[config.mk]
export PLATFORM = sky130hd
export DESIGN_NAME = pfrr_ctrl
export DESIGN_NICKNAME = d
export VERILOG_FILES = /design/src/design/pfrr_pkg.sv /design/src/design/pfrr_ctrl.sv
export SDC_FILE = /design/constraint.sdc
export NUM_CORES = 1
export LEC_CHECK = 0
export BUFFER_PORTS_ARGS = -buffer_cell sky130_fd_sc_hd__buf_4
export CELL_PAD_IN_SITES_DETAIL_PLACEMENT = 1
export CELL_PAD_IN_SITES_GLOBAL_PLACEMENT = 1
export CORE_AREA = 2 2 40 42
export CTS_CLUSTER_DIAMETER = 50
export DETAILED_ROUTE_END_ITERATION = 10
export DIE_AREA = 0 0 42 44
export GPL_ROUTABILITY_DRIVEN = 0
export GPL_TIMING_DRIVEN = 0
export MAX_ROUTING_LAYER = met4
export PLACE_DENSITY = 0.67
export RECOVER_POWER = 25
export SLEW_MARGIN = 40
export SYNTH_ARGS = -nofsm -noshare
export SYNTH_HDL_FRONTEND = slang
export SYNTH_SLANG_ARGS = --single-unit
export TNS_END_PERCENT = 100
[constraint.sdc]
create_clock -name i_clk -period 1.6 [get_ports i_clk]
set_clock_uncertainty 0.1 [all_clocks]
set_input_delay 0.32 -clock i_clk [delete_from_list [all_inputs] [get_ports i_clk]]
set_output_delay 0.32 -clock i_clk [all_outputs]
set_load 0.02 [all_outputs]
[src/design/pfrr_pkg.sv]
package pfrr_pkg;

    localparam int VIRT_PAGES_DEF = 4096;
    localparam int PHYS_PAGES_DEF = 256;

    localparam int ADDR_W     = 24;
    localparam int PAGE_W     = 12;
    localparam int PAGE_SHIFT = 12;
    localparam int FRAME_W    = 8;
    localparam int ACTION_W   = 3;

    typedef enum logic [ACTION_W-1:0] {
        ACT_TLB_ADD = 3'd0,
        ACT_TLB_DEL = 3'd1,
        ACT_STORE   = 3'd2,
        ACT_FETCH   = 3'd3,
        ACT_INVALID = 3'd4
    } t_action;

    typedef enum logic [2:0] {
        ST_CLEAR,
        ST_IDLE,
        ST_READ,
        ST_DECIDE,
        ST_DEL,
        ST_FETCH,
        ST_ADD
    } t_state;

    typedef struct packed {
        logic    load_addr;
        logic    clear_step;
        logic    emit;
        t_action action;
        logic    last;
        logic    src_hit;
        logic    clr_fwd;
        logic    set_maps;
        logic    adv_ptr;
    } t_dp_cmd;

    typedef struct packed {
        logic invalid;
        logic hit;
        logic rev_valid;
        logic out_free;
        logic clear_done;
    } t_dp_sts;

endpackage

[src/design/pfrr_ctrl.sv]
module pfrr_ctrl (
    input  logic              i_clk,
    input  logic              i_rst_n,
    input  logic              i_valid,
    output logic              o_stall,
    input  pfrr_pkg::t_dp_sts i_sts,
    output pfrr_pkg::t_dp_cmd o_cmd
);

    pfrr_pkg::t_state r_state;
    pfrr_pkg::t_state n_state;

    always_ff @(posedge i_clk) begin
        if (!i_rst_n) begin
            r_state <= pfrr_pkg::ST_CLEAR;
        end else begin
            r_state <= n_state;
        end
    end

    always_comb begin
        n_state = r_state;
        unique case (r_state)
            pfrr_pkg::ST_CLEAR: begin
                if (i_sts.clear_done) begin
                    n_state = pfrr_pkg::ST_IDLE;
                end
            end
            pfrr_pkg::ST_IDLE: begin
                if (i_valid) begin
                    n_state = pfrr_pkg::ST_READ;
                end
            end
            pfrr_pkg::ST_READ: begin
                n_state = pfrr_pkg::ST_DECIDE;
            end
            pfrr_pkg::ST_DECIDE: begin
                if (i_sts.invalid || i_sts.hit) begin
                    if (i_sts.out_free) begin
                        n_state = pfrr_pkg::ST_IDLE;
                    end
                end else if (i_sts.rev_valid) begin
                    if (i_sts.out_free) begin
                        n_state = pfrr_pkg::ST_DEL;
                    end
                end else begin
                    n_state = pfrr_pkg::ST_DEL;
                end
            end
            pfrr_pkg::ST_DEL: begin
                if (i_sts.out_free) begin
                    n_state = pfrr_pkg::ST_FETCH;
                end
            end
            pfrr_pkg::ST_FETCH: begin
                if (i_sts.out_free) begin
                    n_state = pfrr_pkg::ST_ADD;
                end
            end
            pfrr_pkg::ST_ADD: begin
                if (i_sts.out_free) begin
                    n_state = pfrr_pkg::ST_IDLE;
                end
            end
            default: begin
                n_state = pfrr_pkg::ST_CLEAR;
            end
        endcase
    end

    always_comb begin
        o_cmd        = '0;
        o_cmd.action = pfrr_pkg::ACT_TLB_ADD;
        o_stall      = 1'b1;
        unique case (r_state)
            pfrr_pkg::ST_CLEAR: begin
                o_cmd.clear_step = 1'b1;
            end
            pfrr_pkg::ST_IDLE: begin
                o_stall         = 1'b0;
                o_cmd.load_addr = i_valid;
            end
            pfrr_pkg::ST_READ: begin
            end
            pfrr_pkg::ST_DECIDE: begin
                if (i_sts.invalid) begin
                    o_cmd.emit   = i_sts.out_free;
                    o_cmd.action = pfrr_pkg::ACT_INVALID;
                    o_cmd.last   = 1'b1;
                end else if (i_sts.hit) begin
                    o_cmd.emit    = i_sts.out_free;
                    o_cmd.action  = pfrr_pkg::ACT_TLB_ADD;
                    o_cmd.last    = 1'b1;
                    o_cmd.src_hit = 1'b1;
                end else if (i_sts.rev_valid) begin
                    o_cmd.emit    = i_sts.out_free;
                    o_cmd.action  = pfrr_pkg::ACT_STORE;
                    o_cmd.clr_fwd = i_sts.out_free;
                end
            end
            pfrr_pkg::ST_DEL: begin
                o_cmd.emit   = i_sts.out_free;
                o_cmd.action = pfrr_pkg::ACT_TLB_DEL;
            end
            pfrr_pkg::ST_FETCH: begin
                o_cmd.emit     = i_sts.out_free;
                o_cmd.action   = pfrr_pkg::ACT_FETCH;
                o_cmd.set_maps = i_sts.out_free;
            end
            pfrr_pkg::ST_ADD: begin
                o_cmd.emit    = i_sts.out_free;
                o_cmd.action  = pfrr_pkg::ACT_TLB_ADD;
                o_cmd.last    = 1'b1;
                o_cmd.adv_ptr = i_sts.out_free;
            end
            default: begin
            end
        endcase
    end

endmodule

==> summary.txt <==
Type of the worst setup path = reg2out
Util after Layout = 48.6%
Starting DRT DRC Count = 2
Pwr Density = 556 nW/um^2
First-pass GRT wire length = 1.99 mm
Clock latency on the worst-skew pair = 0.23 ns
Biggest registers after layout = r_state: 3 flops
Sequential fraction of the synthesis area = 16.7%
DPL Wire Length = 785 um
Period minus WS final = 1.64 ns
Area Growth Syn to Fin = 92.0%
Final worst setup slack = -0.0435 ns
Fraction of layout cells with a size suffix above 1 = 61.5%
# nets final = 87
CP Cell Sequence = and3b_2, a32o_2, buf_6
DIE AREA = 1850 sq um
FF+latch count, synth = 3
CTS tree = yes
Post-Syn Area = 359 sq um
Final ANT Viol Nets = 0
Yosys cell types = 29
Slowest Stage Delay on Critical Path = 0.35 ns
DRC = 0
Largest net degree at the start of global routing = 11
Slew Viols, Final = 0
Setup Viol. Count Final = 3
Most flops, register = r_state
Status = finished with violations
Syn_nets = 56
Max-Cap Viols = 0
Dpl cell area = 524 sq um
Hold_ws = 0.230 ns
R2R Path Start = r_state[0]$_SDFFE_PN0P_
Reg2reg path depth = 4
Clk root buf = clkbuf_4
Vias per cell = 4.91
Longest Clk Path Bufs = 2
Reg-to-Reg End = r_state[0]$_SDFFE_PN0P_
Final instance area = 689 sq um
Most frequent cells in the layout = 20 x buf_4, 10 x buf_6, 4 x nor3_1, 3 x nor2b_1, 3 x clkbuf_4
Kind of end point of the critical path = output pin
Starting density of the core = 25.3%
Hold Crit Class = in2reg
Slew Limit Headroom = 75.3%
Delay-heaviest family, CP = flip-flops
Die H = 44 um
Routed WL per cell = 12.5 um
RSZ-0062 raised after global routing = yes
Syn Inst Count = 48
Fmax = 608 MHz
Slowest CP cell = dfxtp_4
All-Layer GR Usage = 14.6%
Clock Sinks = 3
Crit path depth = 3
Core Footprint = 1420 sq um
Clock transition at path regs = 0.03 ns
FF-to-FF setup slack = 0.15 ns
Num rows = 14
# diodes = 0
Total CTS buffers = 3
Fillers = 191
Ports = 20
Wirelength, routed = 1.18 mm
Final period util = 103%
Tot Pwr = 0.383 mW
Critical path required time = 1.18 ns
Critical path buffers and inverters = 1
Pleak = 0.320 nW
Worst slew pin tran = 0.370 ns
Max reg flops = 3
CP max FO = 6
# H-tree levels = 1
Peak supply drop = 400 uV
Setup TNS Final = -0.0608 ns
Ys Warns = 0
Syn Area/Cell = 7.48 sq um
Gr ovfl total = 0
Crit path arrival time = 1.22 ns
CP endpoint = o_cmd[6]
Commonest non-fill, non-tap cell in the layout = buf_4
Port bufs = 19
Critical Path Source = r_state[0]$_SDFFE_PN0P_
Drt pass-1 iters = 4
Startpoint types = register
Total number of vias = 462
Initial antenna violation count = 0
DIE WIDTH = 42 um
Vias in the first global route = 470
Final hold vios = 0
Failing checks = setup timing
[how the worst min path moves through the flow]
| stage | from | to | slack, ns | cells after the start |
|---|---|---|---|---|
| floorplan | i_rst_n | r_state[1]$_SDFFE_PN0P_ | 0.35 | 1 |
| global placement | i_rst_n | r_state[1]$_SDFFE_PN0P_ | 0.45 | 2 |
| detailed placement | i_rst_n | r_state[1]$_SDFFE_PN0P_ | 0.46 | 2 |
| CTS | i_rst_n | r_state[1]$_SDFFE_PN0P_ | 0.23 | 2 |
| global route | i_rst_n | r_state[1]$_SDFFE_PN0P_ | 0.24 | 2 |
| finish | i_rst_n | r_state[1]$_SDFFE_PN0P_ | 0.23 | 2 |
[cells by family after synthesis]
group,synth area share [%]
flip-flops,16.7
multiplexers,2.79
AO/OA/AOI/OAI,28.2
buffers and inverters,9.76
AND/OR/NAND/NOR,42.5
[layout make-up]
class	instances	area, sq um	share of cell area (%)
multi-input combinational	38	304	44.1
timing repair buffer	27	229	33.2
sequential	3	65.1	9.44
buffer	4	37.5	5.44
clock buffer	4	26.3	3.81
tap	16	20.0	2.90
inverter	2	7.51	1.09
[cells in the mapped netlist]
library cell	instances	area, sq um
a211oi_1	1	7.51
a21boi_0	1	7.51
a22oi_1	1	7.51
a32o_1	1	10.0
and2_2	1	7.51
and3_1	2	12.5
and3b_1	1	8.76
and3b_2	1	10.0
and4_2	1	10.0
and4b_4	1	13.8
buf_2	1	5.00
buf_6	1	11.3
clkbuf_1	3	11.3
dfxtp_1	3	60.1
inv_1	2	7.51
mux2i_1	1	10.0
nand2_1	2	7.51
nand2b_1	2	12.5
nor2_1	3	11.3
nor2b_1	5	31.3
nor3_1	4	20.0
nor3b_1	1	7.51
o21a_1	2	15.0
o21ai_0	2	10.0
o21bai_1	1	7.51
o2bb2ai_1	1	8.76
o31a_1	1	8.76
o31ai_1	1	7.51
o41a_1	1	11.3
[timing repair]
item | CTS | global route
setup endpoints to repair | 11 | 10
resized for setup | 17 | 14
hold buffers | 0 | 0
pin swaps | 2 | 2
buffers inserted | 6 | 2
[per-stage QoR]
step	setup WS (ns)	std cells
5_1_grt	-0.117	94
3_3_place_gp	-0.0166	83
2_1_floorplan	0.000125	48
4_1_cts	-0.0244	92
3_5_place_dp	-0.0219	83
6_report	-0.0435	94
[layer usage]
layer | up-vias | part of all wire (%) | wire (um) | global-route usage [%]
met1 | 219 | 39 | 457 | 15.5
met2 | 8 | 59 | 698 | 25.9
met4 | 0 | 0 | 0 | 7.74
met3 | 0 | 1.9 | 22 | 2.50
met5 | - | 0 | 0 | -
li1 | 235 | - | - | -
[report_power, final]
part	leakage [nW]	total, mW	switching [mW]	internal [mW]
Sequential	0.0257	0.0886	0.00606	0.0825
Combinational	0.280	0.168	0.0834	0.0841
Clock	0.0150	0.127	0.0339	0.0931
Power figures use the tool's default switching activity.
